==> src/hdl/bdlp_pkg.sv <==
// Shared types and constants for the push-button debounce / long-press / pulse core.
// Used by button_debounce_longpress_pulse_core; depends on nothing else.

package bdlp_pkg;

   // Field widths
   localparam int DEBOUNCE_W  = 10;
   localparam int LONGPRESS_W = 16;
   localparam int PULSE_W     = 16;
   localparam int HELD_W      = 32;
   localparam int CSR_IDX_W   = 2;
   localparam int CSR_DATA_W  = 16;

   // Stream word layout
   localparam int REQ_TDATA_W = 24;   // pin_level + pulse_ms = 17 bits, padded to bytes
   localparam int RSP_TDATA_W = 40;   // press_duration + drive_enable + drive_level = 34 bits
   localparam int RSP_TUSER_W = 2;

   // Register reset values
   localparam logic [DEBOUNCE_W-1:0]  DEBOUNCE_RST     = DEBOUNCE_W'(50);
   localparam logic [LONGPRESS_W-1:0] LONGPRESS_RST    = LONGPRESS_W'(1000);
   localparam logic                   ACTIVE_LEVEL_RST = 1'b0;

   // Event codes
   typedef enum logic [1:0] {
      EV_NONE    = 2'd0,
      EV_PRESS   = 2'd1,
      EV_RELEASE = 2'd2,
      EV_LONG    = 2'd3
   } event_type;

   // Request kinds
   typedef enum logic {
      FUNC_TICK  = 1'b0,
      FUNC_PULSE = 1'b1
   } func_type;

   // Register indexes
   typedef enum logic [CSR_IDX_W-1:0] {
      REG_DEBOUNCE     = 2'd0,
      REG_LONGPRESS    = 2'd1,
      REG_ACTIVE_LEVEL = 2'd2,
      REG_UNUSED       = 2'd3
   } reg_idx_type;

endpackage

==> src/hdl/button_debounce_longpress_pulse_core.sv <==
// Push-button front end: debounce, press / release / long-press events, output pulse.
// Depends on bdlp_pkg for widths, event codes and register indexes.
// Single module, all state updates done in the accept cycle.

// Each request word is either a one-millisecond tick with a pin sample (tuser 0) or a
// pulse start (tuser 1); every request produces exactly one response word in the
// following cycle. The block takes one word per clock: the state update is a single pass of
// counter decrements and compares, and the response register is the only stage, so
// req_tready stays high unless the response register is full and rsp_tready is low.
// Configuration writes are always taken (csr_ready is tied high) and should only be
// issued while no response is pending.

module button_debounce_longpress_pulse_core (
   input  logic                                 clock,
   input  logic                                 reset,
   // request channel
   input  logic                                 req_tvalid,
   output logic                                 req_tready,
   input  logic [bdlp_pkg::REQ_TDATA_W-1:0]     req_tdata,  // [0] pin_level, [16:1] pulse_ms
   input  logic                                 req_tuser,  // [0] func
   // response channel
   output logic                                 rsp_tvalid,
   input  logic                                 rsp_tready,
   output logic [bdlp_pkg::RSP_TDATA_W-1:0]     rsp_tdata,  // [31:0] press_duration,
                                                            // [32] drive_enable, [33] drive_level
   output logic [bdlp_pkg::RSP_TUSER_W-1:0]     rsp_tuser,  // [1:0] event_code
   // configuration channel
   input  logic                                 csr_valid,
   output logic                                 csr_ready,
   input  logic [bdlp_pkg::CSR_IDX_W-1:0]       csr_index,
   input  logic [bdlp_pkg::CSR_DATA_W-1:0]      csr_data
);

   localparam int DW = bdlp_pkg::DEBOUNCE_W;
   localparam int LW = bdlp_pkg::LONGPRESS_W;
   localparam int HW = bdlp_pkg::HELD_W;

   // Configuration registers
   logic [DW-1:0] debounce_ms_ff;
   logic [LW-1:0] long_press_ms_ff;
   logic          active_level_ff;

   // Block state
   logic          last_level_ff,   last_level_in;
   logic [DW-1:0] deb_left_ff,     deb_left_in;
   logic          deb_run_ff,      deb_run_in;
   logic [LW-1:0] sh_left_ff,      sh_left_in;
   logic          sh_run_ff,       sh_run_in;
   logic          pulse_ff,        pulse_in;
   logic [HW-1:0] held_ff,         held_in;

   // Response register
   logic                    rsp_valid_ff;
   bdlp_pkg::event_type     rsp_event_ff,  rsp_event_in;
   logic [HW-1:0]           rsp_dur_ff,    rsp_dur_in;
   logic                    rsp_den_ff;
   logic                    rsp_dlev_ff;

   // Request fields
   logic                    pin_level;
   logic [bdlp_pkg::PULSE_W-1:0] pulse_ms;
   bdlp_pkg::func_type      func;

   logic req_accept;
   logic deb_fire;
   logic sh_fire;

   assign pin_level = req_tdata[0];
   assign pulse_ms  = req_tdata[bdlp_pkg::PULSE_W:1];
   assign func      = bdlp_pkg::func_type'(req_tuser);

   // Take a new word whenever the response register is empty or draining
   assign req_tready = !rsp_valid_ff || rsp_tready;
   assign req_accept = req_tvalid && req_tready;
   assign csr_ready  = 1'b1;

   // Configuration writes
   always_ff @(posedge clock) begin
      if (reset) begin
         debounce_ms_ff   <= bdlp_pkg::DEBOUNCE_RST;
         long_press_ms_ff <= bdlp_pkg::LONGPRESS_RST;
         active_level_ff  <= bdlp_pkg::ACTIVE_LEVEL_RST;
      end else if (csr_valid) begin
         unique case (bdlp_pkg::reg_idx_type'(csr_index))
            bdlp_pkg::REG_DEBOUNCE:     debounce_ms_ff   <= csr_data[DW-1:0];
            bdlp_pkg::REG_LONGPRESS:    long_press_ms_ff <= csr_data[LW-1:0];
            bdlp_pkg::REG_ACTIVE_LEVEL: active_level_ff  <= csr_data[0];
            default: ;
         endcase
      end
   end

   // Countdown expiry: a count of one or zero runs out on this tick
   assign deb_fire = deb_run_ff && (deb_left_ff <= DW'(1));
   assign sh_fire  = sh_run_ff  && (sh_left_ff  <= LW'(1));

   // Next state and result for one word
   always_comb begin
      last_level_in = last_level_ff;
      deb_left_in   = deb_left_ff;
      deb_run_in    = deb_run_ff;
      sh_left_in    = sh_left_ff;
      sh_run_in     = sh_run_ff;
      pulse_in      = pulse_ff;
      held_in       = held_ff;
      rsp_event_in  = bdlp_pkg::EV_NONE;
      rsp_dur_in    = '0;

      if (func == bdlp_pkg::FUNC_PULSE) begin
         // start or restart the pulse on the shared countdown
         pulse_in   = 1'b1;
         sh_left_in = pulse_ms;
         sh_run_in  = 1'b1;
      end else begin
         held_in = held_ff + HW'(1);

         // advance running countdowns
         if (deb_run_ff) begin
            deb_left_in = deb_fire ? '0 : deb_left_ff - DW'(1);
            if (deb_fire) begin
               deb_run_in = 1'b0;
            end
         end
         if (sh_run_ff) begin
            sh_left_in = sh_fire ? '0 : sh_left_ff - LW'(1);
         end

         // debounce decision wins over shared expiry
         if (deb_fire) begin
            if (pin_level == active_level_ff) begin
               held_in      = '0;
               rsp_event_in = bdlp_pkg::EV_PRESS;
               sh_left_in   = long_press_ms_ff;
               sh_run_in    = 1'b1;
            end else begin
               rsp_event_in = bdlp_pkg::EV_RELEASE;
               rsp_dur_in   = held_ff + HW'(1);
               sh_left_in   = '0;
               sh_run_in    = 1'b0;
            end
         end else if (sh_fire) begin
            if (pulse_ff) begin
               pulse_in  = 1'b0;
               sh_run_in = 1'b0;
            end else begin
               rsp_event_in = bdlp_pkg::EV_LONG;
               sh_left_in   = long_press_ms_ff;
            end
         end

         // restart debounce on an edge outside a pulse
         if (!pulse_in && (pin_level != last_level_ff)) begin
            deb_left_in = debounce_ms_ff;
            deb_run_in  = 1'b1;
         end
         last_level_in = pin_level;
      end
   end

   // State registers
   always_ff @(posedge clock) begin
      if (reset) begin
         last_level_ff <= 1'b0;
         deb_left_ff   <= '0;
         deb_run_ff    <= 1'b0;
         sh_left_ff    <= '0;
         sh_run_ff     <= 1'b0;
         pulse_ff      <= 1'b0;
         held_ff       <= '0;
      end else if (req_accept) begin
         last_level_ff <= last_level_in;
         deb_left_ff   <= deb_left_in;
         deb_run_ff    <= deb_run_in;
         sh_left_ff    <= sh_left_in;
         sh_run_ff     <= sh_run_in;
         pulse_ff      <= pulse_in;
         held_ff       <= held_in;
      end
   end

   // Response valid
   always_ff @(posedge clock) begin
      if (reset) begin
         rsp_valid_ff <= 1'b0;
      end else if (req_accept) begin
         rsp_valid_ff <= 1'b1;
      end else if (rsp_tready) begin
         rsp_valid_ff <= 1'b0;
      end
   end

   // Response payload, loaded with each accepted word
   always_ff @(posedge clock) begin
      if (req_accept) begin
         rsp_event_ff <= rsp_event_in;
         rsp_dur_ff   <= rsp_dur_in;
         rsp_den_ff   <= pulse_in;
         rsp_dlev_ff  <= pulse_in & active_level_ff;
      end
   end

   assign rsp_tvalid = rsp_valid_ff;
   assign rsp_tuser  = rsp_event_ff;
   assign rsp_tdata  = {{(bdlp_pkg::RSP_TDATA_W - HW - 2){1'b0}},
                        rsp_dlev_ff, rsp_den_ff, rsp_dur_ff};

   // Idle countdowns rest at zero
   a_deb_idle_zero: assert property (@(posedge clock) disable iff (reset)
      !deb_run_ff |-> (deb_left_ff == '0))
      else $error("debounce countdown not zero while stopped");

   a_sh_idle_zero: assert property (@(posedge clock) disable iff (reset)
      !sh_run_ff |-> (sh_left_ff == '0))
      else $error("shared countdown not zero while stopped");

   // Only a release carries a held time
   a_dur_release_only: assert property (@(posedge clock) disable iff (reset)
      (rsp_valid_ff && (rsp_event_ff != bdlp_pkg::EV_RELEASE)) |-> (rsp_dur_ff == '0))
      else $error("press duration on non-release event");

   // A driven level implies the drive is enabled
   a_drive_level: assert property (@(posedge clock) disable iff (reset)
      (rsp_valid_ff && rsp_dlev_ff) |-> rsp_den_ff)
      else $error("drive level set without drive enable");

   // A stalled response blocks new words
   a_no_overrun: assert property (@(posedge clock) disable iff (reset)
      (rsp_valid_ff && !rsp_tready) |-> !req_accept)
      else $error("request accepted over a stalled response");

endmodule

==> config.mk <==
export PLATFORM = sky130hd
export DESIGN_NAME = button_debounce_longpress_pulse_core
export DESIGN_NICKNAME = d
export VERILOG_FILES = /design/src/hdl/bdlp_pkg.sv /design/src/hdl/button_debounce_longpress_pulse_core.sv
export SDC_FILE = /design/constraint.sdc
export NUM_CORES = 1
export LEC_CHECK = 0
export BUFFER_PORTS_ARGS = -buffer_cell sky130_fd_sc_hd__buf_2
export CAP_MARGIN = 10
export CORE_MARGIN = 1.5
export CORE_UTILIZATION = 30
export CTS_CLUSTER_SIZE = 40
export DETAILED_ROUTE_END_ITERATION = 8
export SLEW_MARGIN = 30
export SYNTH_ARGS = -nofsm -noshare
export SYNTH_HDL_FRONTEND = slang
export SYNTH_SLANG_ARGS = --single-unit
==> constraint.sdc <==
create_clock -name clock -period 2.9 [get_ports clock]
set_input_delay 0.145 -clock clock [delete_from_list [all_inputs] [get_ports clock]]
set_output_delay 0.145 -clock clock [all_outputs]
set_load 0.05 [all_outputs]
==> impl_metrics.env, run 1 <==
export IMPL_worst_pin_slew_ns=0.617
export IMPL_crit_slowest_cell="and4_1"
export IMPL_synthAdderAreaFrac=0.00948
export IMPL_dpl_worst_slack_ns=0.350
export IMPL_area_delta_synth_final_pct=21.9
export IMPL_rsz0062_at_grt="false"
export IMPL_gp_congestion=0.830
export IMPL_critical_path_endpoint_type="register"
export IMPL_drt_iter0_markers=306
export IMPL_cts_sinks=126
export IMPL_max_freq_mhz=390
export IMPL_cts_repair_resized=0
export IMPL_ys_seq_area_frac=0.437
export IMPL_fin_cells=1144
export IMPL_layout_drive_gt1_share=0.179
export IMPL_slew_headroom=0.588
export IMPL_maxCapViolations=0
export IMPL_start_util=0.304
export IMPL_die_y_um=151
export IMPL_row_count=54
export IMPL_root_buffer="clkbuf_16"
export IMPL_clkTransAtPathRegs_ns=0.06
export IMPL_htreeDepth=4
export IMPL_fin_tns_setup_ns=0
export IMPL_finClkSkew_ns=0.0114
export IMPL_ys_types=68
export IMPL_finalHoldViolations=0
export IMPL_clockBufferDepth=2
export IMPL_path_class="register to register"
export IMPL_slowest_delay_ns=0.50
export IMPL_path_cells="inv_1 -> ha_1 -> or2_0 -> and4_1 -> nand2_1 -> a21oi_2 -> buf_4 -> nand2_1 -> a311oi_1"
export IMPL_core_area_um2=21700
export IMPL_grt_pass1_wl_mm=26.3
export IMPL_synth_edf_count=36
export IMPL_clk_latency_ns=0.41
export IMPL_p_leak_nw=2.93
export IMPL_grt_usage=0.147
export IMPL_cp_arrival_ns=2.88
export IMPL_ys_warn_count=0
export IMPL_fin_crit_ns=2.57
export IMPL_fillers=2222
export IMPL_fin_ws_ns=0.334
export IMPL_wirelength_mm=16.4
export IMPL_antenna_cells=0
export IMPL_peakVddDrop_mv=0.345
export IMPL_slew_viol_final=0
export IMPL_wire_per_inst_um=14.3
export IMPL_grt_start_max_net_pins=49
export IMPL_dr_total_vias=5760
export IMPL_required_ns=3.22
export IMPL_grt_pass1_vias=5233
export IMPL_dr_pass1_iters=5
export IMPL_postRouteAntennaNets=0
export IMPL_hpwlAfterDp_mm=11.0
export IMPL_grt_remaining_overflow=0
export IMPL_fin_hold_ws_ns=0.0181
export IMPL_setup_viol=0
export IMPL_hold_path_class="primary input to register"
export IMPL_io_pins=93
export IMPL_startpoint_type="register"
export IMPL_cts_tree="done"
export IMPL_status="completed"
export IMPL_p_total_mw=4.79
export IMPL_finalCritPeriodShare=0.885
export IMPL_netlist_area_um2=6600
export IMPL_async_reset_ff_frac=0
export IMPL_r2r_slack_ns=0.33
export IMPL_p_per_area_nw_per_um2=596
export IMPL_synth_xor_area_frac=0.0624
export IMPL_placed_cells=1097
export IMPL_critPathMaxFanout=13
export IMPL_drc_errors=0
export IMPL_nNetsFinal=904
export IMPL_numCtsBuffers=17
export IMPL_avgSynthCellArea_um2=8.50
export IMPL_synth_ff_latch_count=126
export IMPL_antenna_found_initial=0
export IMPL_synth_top_family_by_area="simple AND/OR/NAND/NOR gates"
export IMPL_synth_compound_area_share=0.170
export IMPL_portBuffers=78
export IMPL_synth_simple_area_share=0.257
export IMPL_synthMuxAreaShare=0.0108
export IMPL_postSynthCellCount=776
export IMPL_die_w_um=151
export IMPL_synth_main_ff_cell="dfxtp_1"
export IMPL_floorplan_die_area_um2=22900
export IMPL_crit_path_frequent_cell="nand2_1"
export IMPL_vias_per_cell=5.03
==> Yosys cell counts, types with 3 or more instances <==
| cell | n | share of area |
|---|---|---|
| a211oi_1 | 6 | 0.0068 |
| a21o_1 | 3 | 0.0034 |
| a21oi_1 | 85 | 0.064 |
| a221oi_1 | 9 | 0.012 |
| a311oi_1 | 6 | 0.0080 |
| a31oi_1 | 14 | 0.013 |
| a41oi_1 | 4 | 0.0053 |
| and2_1 | 4 | 0.0038 |
| and3_1 | 13 | 0.012 |
| and4_1 | 7 | 0.0093 |
| buf_2 | 8 | 0.0061 |
| buf_4 | 11 | 0.013 |
| clkbuf_1 | 42 | 0.024 |
| dfxtp_1 | 90 | 0.27 |
| edfxtp_1 | 36 | 0.16 |
| ha_1 | 5 | 0.0095 |
| inv_1 | 9 | 0.0051 |
| mux2i_1 | 6 | 0.0091 |
| nand2_1 | 104 | 0.059 |
| nand2b_1 | 3 | 0.0028 |
| nand3_1 | 18 | 0.014 |
| nand3b_1 | 14 | 0.016 |
| nand4_1 | 7 | 0.0066 |
| nor2_1 | 84 | 0.048 |
| nor3_1 | 10 | 0.0076 |
| nor3b_1 | 7 | 0.0080 |
| nor4_1 | 10 | 0.0095 |
| o211ai_1 | 8 | 0.0091 |
| o21ai_0 | 34 | 0.026 |
| or3_1 | 21 | 0.020 |
| or4_1 | 3 | 0.0034 |
| xnor2_1 | 16 | 0.021 |
| xor2_1 | 31 | 0.041 |
==> final cells by class <==
cell class	count	area, µm²	area share
multi-input combinational	581	3400	0.423
sequential	126	2880	0.359
timing repair buffer	116	741	0.0921
clock buffer	24	547	0.0680
tap	280	350	0.0436
clock inverter	8	85.1	0.0106
inverter	9	33.8	0.00420
==> path summary, 6_finish.rpt <==
check | start | end | depth (start not counted)
setup / recovery | deb_left_ff[1] | sh_left_ff[8] | 9
hold / removal | csr_data[0] | debounce_ms_ff[0] | 3
setup reg to reg | deb_left_ff[1] | sh_left_ff[8] | 9
hold reg to reg | long_press_ms_ff[4] | long_press_ms_ff[4] | 2
==> placed cells by master, fill, tap and decap left out, drive strengths merged, types with 6 or more instances in the layout <==
master,n
or3,21
nand4,9
buf,101
nand3b,14
nor4,12
inv,12
nand3,18
xnor2,16
clkbuf,24
a21oi,86
mux2i,6
a31oi,14
nor3b,7
a221oi,9
o21ai,35
nor2,85
a311oi,6
xor2,31
edfxtp,36
o211ai,8
nand2,104
and4,7
a211oi,7
conb,7
nor3,12
dfxtp,90
dlygate4sd3,15
and3,13
==> registers in the layout, summed over array words and instances, names as in the netlist <==
signal,flops
deb_run_ff,1
sh_left_ff,16
deb_left_ff,10
long_press_ms_ff,16
rsp_dlev_ff,1
rsp_tuser,2
debounce_ms_ff,10
rsp_tvalid,1
sh_run_ff,1
last_level_ff,1
held_ff,32
rsp_dur_ff,32
active_level_ff,1
rsp_den_ff,1
pulse_ff,1
==> cell families (layout without fill, tap and decap cells) <==
logic type | Yosys count | after routing
adder cells (fa/ha/maj) | 5 | 5
buffers and inverters | 74 | 157
flip-flops | 126 | 126
AO/OA/AOI/OAI | 187 | 187
AND/OR/NAND/NOR | 328 | 328
multiplexers | 7 | 7
other | 2 | 7
XOR/XNOR | 47 | 47
==> power breakdown <==
part | total, mW | internal [mW] | switching, mW
Combinational | 0.633 | 0.223 | 0.411
Sequential | 1.94 | 1.88 | 0.0586
Clock | 2.22 | 1.42 | 0.804
Total | 4.79 | 3.52 | 1.27
==> stage by stage <==
stage | instance area, µm² | utilization
after floorplan | 6620 | -
after global placement | 7250 | 0.334
after detailed placement | 7250 | 0.334
after CTS | 8030 | 0.370
after global routing | 8040 | 0.371
final | 8040 | 0.371
==> worst max-delay path: cells and delay by family, from the launching register on <==
kind	cells	cell delay, ns
buffers and inverters	2	0.30
DFF	1	0.33
and+or+nand+nor	4	1.13
AOI/OAI and AO/OA	2	0.42
adders and majority gates	1	0.28
==> what timing repair did <==
action / in CTS / in global routing
hold endpoints to repair: 19 / 0
hold buffers: 15 / 0
buffers inserted: 0 / 0
==> routing by layer <==
layer,wire (µm),share of wire,vias to the layer above,global-route usage
met3,642,0.039,17,0.0307
li1,-,-,2929,-
met2,7560,0.46,135,0.233
met1,7950,0.48,2679,0.197
met4,241,0.015,0,0.0495
met5,0,0,-,0
Power figures use the tool's default switching activity.
==> run 2, diff against run 1 <==
==> constraint.sdc (replaced) <==
create_clock -name clock -period 2.33 [get_ports clock]
set_input_delay 0.1165 -clock clock [delete_from_list [all_inputs] [get_ports clock]]
set_output_delay 0.1165 -clock clock [all_outputs]
set_load 0.05 [all_outputs]
==> run 2 against run 1 <==
Net effect:
- final cell count is 4.0% higher
- non-clock buffer count is 46 higher
- sequential power is 24% higher
- via count is 3.1% higher
- critical path type unchanged
- total power is 25% higher
- highest routed layer unchanged
- setup slack worse by 0.24 ns
- largest power group unchanged
==> impl_metrics.env, run 2 (same netlist as run 1, synthesis figures left out) <==
export IMPL_grt_start_max_net_pins=57
export IMPL_slew_viol_final=0
export IMPL_multi_input_area_um2=3450
export IMPL_peakVddDrop_mv=0.412
export IMPL_layout_commonest_cell="nand2_1"
export IMPL_worst_pin_slew_ns=0.685
export IMPL_path_cells="or4_4 -> nor4_4 -> buf_4 -> nand3_2 -> buf_4 -> a21o_1 -> and2_1"
export IMPL_slew_headroom=0.544
export IMPL_wire_per_inst_um=14.5
export IMPL_floorplan_die_area_um2=22900
export IMPL_drc_errors=0
export IMPL_p_leak_nw=3.18
export IMPL_cts_sinks=126
export IMPL_layout_drive_gt1_share=0.233
export IMPL_vias_per_cell=4.99
export IMPL_status="completed"
export IMPL_root_buffer="clkbuf_16"
export IMPL_setup_viol=0
export IMPL_path_class="register to register"
export IMPL_portBuffers=78
export IMPL_fin_crit_ns=2.24
export IMPL_max_freq_mhz=446
export IMPL_dr_pass1_iters=4
export IMPL_clk_latency_ns=0.42
export IMPL_core_area_um2=21700
export IMPL_maxCapViolations=0
export IMPL_placed_cell_area_um2=7620
export IMPL_finalCritPeriodShare=0.962
export IMPL_final_cell_mix="nand2_1 (104), dfxtp_1 (89), nor2_1 (84)"
export IMPL_fillers=2195
export IMPL_fin_tns_setup_ns=0
export IMPL_hpwlAfterDp_mm=11.8
export IMPL_top_regs="held_ff: 32 flops, rsp_dur_ff: 32 flops"
export IMPL_required_ns=2.50
export IMPL_p_per_area_nw_per_um2=709
export IMPL_cp_arrival_ns=2.41
export IMPL_die_w_um=151
export IMPL_postRouteAntennaNets=0
export IMPL_wirelength_mm=17.2
export IMPL_antenna_found_initial=0
export IMPL_row_count=54
export IMPL_gp_congestion=0.870
export IMPL_grt_pass1_vias=5558
export IMPL_area_delta_synth_final_pct=28.1
export IMPL_hold_path_class="primary input to register"
export IMPL_grt_remaining_overflow=0
export IMPL_rsz0062_at_grt="true"
export IMPL_crit_path_frequent_cell="buf_4"
export IMPL_numCtsBuffers=17
export IMPL_fin_hold_ws_ns=0.0142
export IMPL_finalHoldViolations=0
export IMPL_crit_slowest_cell="or4_4"
export IMPL_io_pins=93
export IMPL_dr_total_vias=5940
export IMPL_critical_path_endpoint_type="register"
export IMPL_htreeDepth=4
export IMPL_clockBufferDepth=2
export IMPL_nNetsFinal=950
export IMPL_fin_area_um2=8450
export IMPL_r2r_slack_ns=0.09
export IMPL_antenna_cells=0
export IMPL_critPathMaxFanout=4
export IMPL_grt_usage=0.157
export IMPL_cts_tree="done"
export IMPL_die_y_um=151
export IMPL_start_util=0.304
export IMPL_startpoint_type="register"
export IMPL_clkTransAtPathRegs_ns=0.07
export IMPL_finClkSkew_ns=0.00999
export IMPL_seq_area_um2=2880
export IMPL_grt_pass1_wl_mm=28.2
export IMPL_slowest_delay_ns=0.56
export IMPL_drt_iter0_markers=292
-- run 2: worst paths after layout --
kind                   startpoint                    to  cells past startpoint
min reg2reg  long_press_ms_ff[12]  long_press_ms_ff[12]                      2
min                  req_tdata[0]         last_level_ff                      3
max reg2reg         sh_left_ff[6]           rsp_dlev_ff                      7
max                 sh_left_ff[6]           rsp_dlev_ff                      7
-- run 2: through the flow --
stage,power [mW],utilization,worst slack [ns],std cells
finish,5.99,0.390,0.0889,1190
global placement,3.31,0.351,0.0723,1141
CTS,6.03,0.387,0.00979,1190
detailed placement,3.31,0.351,-0.00863,1141
floorplan,3.02,-,0.00702,781
global route,6.26,0.390,-0.0520,1190
-- run 2: where the power goes --
group	leakage, nW	switching, mW	total (mW)	internal, mW
logic	1.78	0.554	0.907	0.354
registers	1.10	0.0622	2.40	2.34
clock network	0.300	1.09	2.68	1.59
total	3.18	1.71	5.99	4.28
-- run 2: critical path: cells and delay by family (launching register included) --
kind / cells / cell delay, ns
simple gates: 4 / 1.14
buf+inv: 2 / 0.35
flops: 1 / 0.31
compound gates: 1 / 0.19
-- run 2: area by class of cell --
| cell class | instances | area share |
|---|---|---|
| clock inverter | 12 | 0.0123 |
| clock buffer | 20 | 0.0592 |
| inverter | 9 | 0.00400 |
| sequential | 126 | 0.341 |
| tap | 280 | 0.0415 |
| timing repair buffer | 162 | 0.133 |
| multi-input combinational | 581 | 0.408 |
-- run 2: per-layer routing --
metal  vias up  wire length (µm)  track usage
met5         -                 0            0
met4         0               182       0.0485
met3        11               786       0.0337
met2       154              7960        0.250
met1      2760              8280        0.210
li1       3015                 -            -
-- run 2: repair_timing --
| action | in CTS | in global routing |
|---|---|---|
| setup buffers | 0 | 0 |
| pin swaps | 0 | 5 |
| endpoints found under the hold margin | 27 | 0 |
| setup endpoints to repair | 1 | 53 |
| resized for setup | 1 | 13 |
| hold buffers | 17 | 0 |
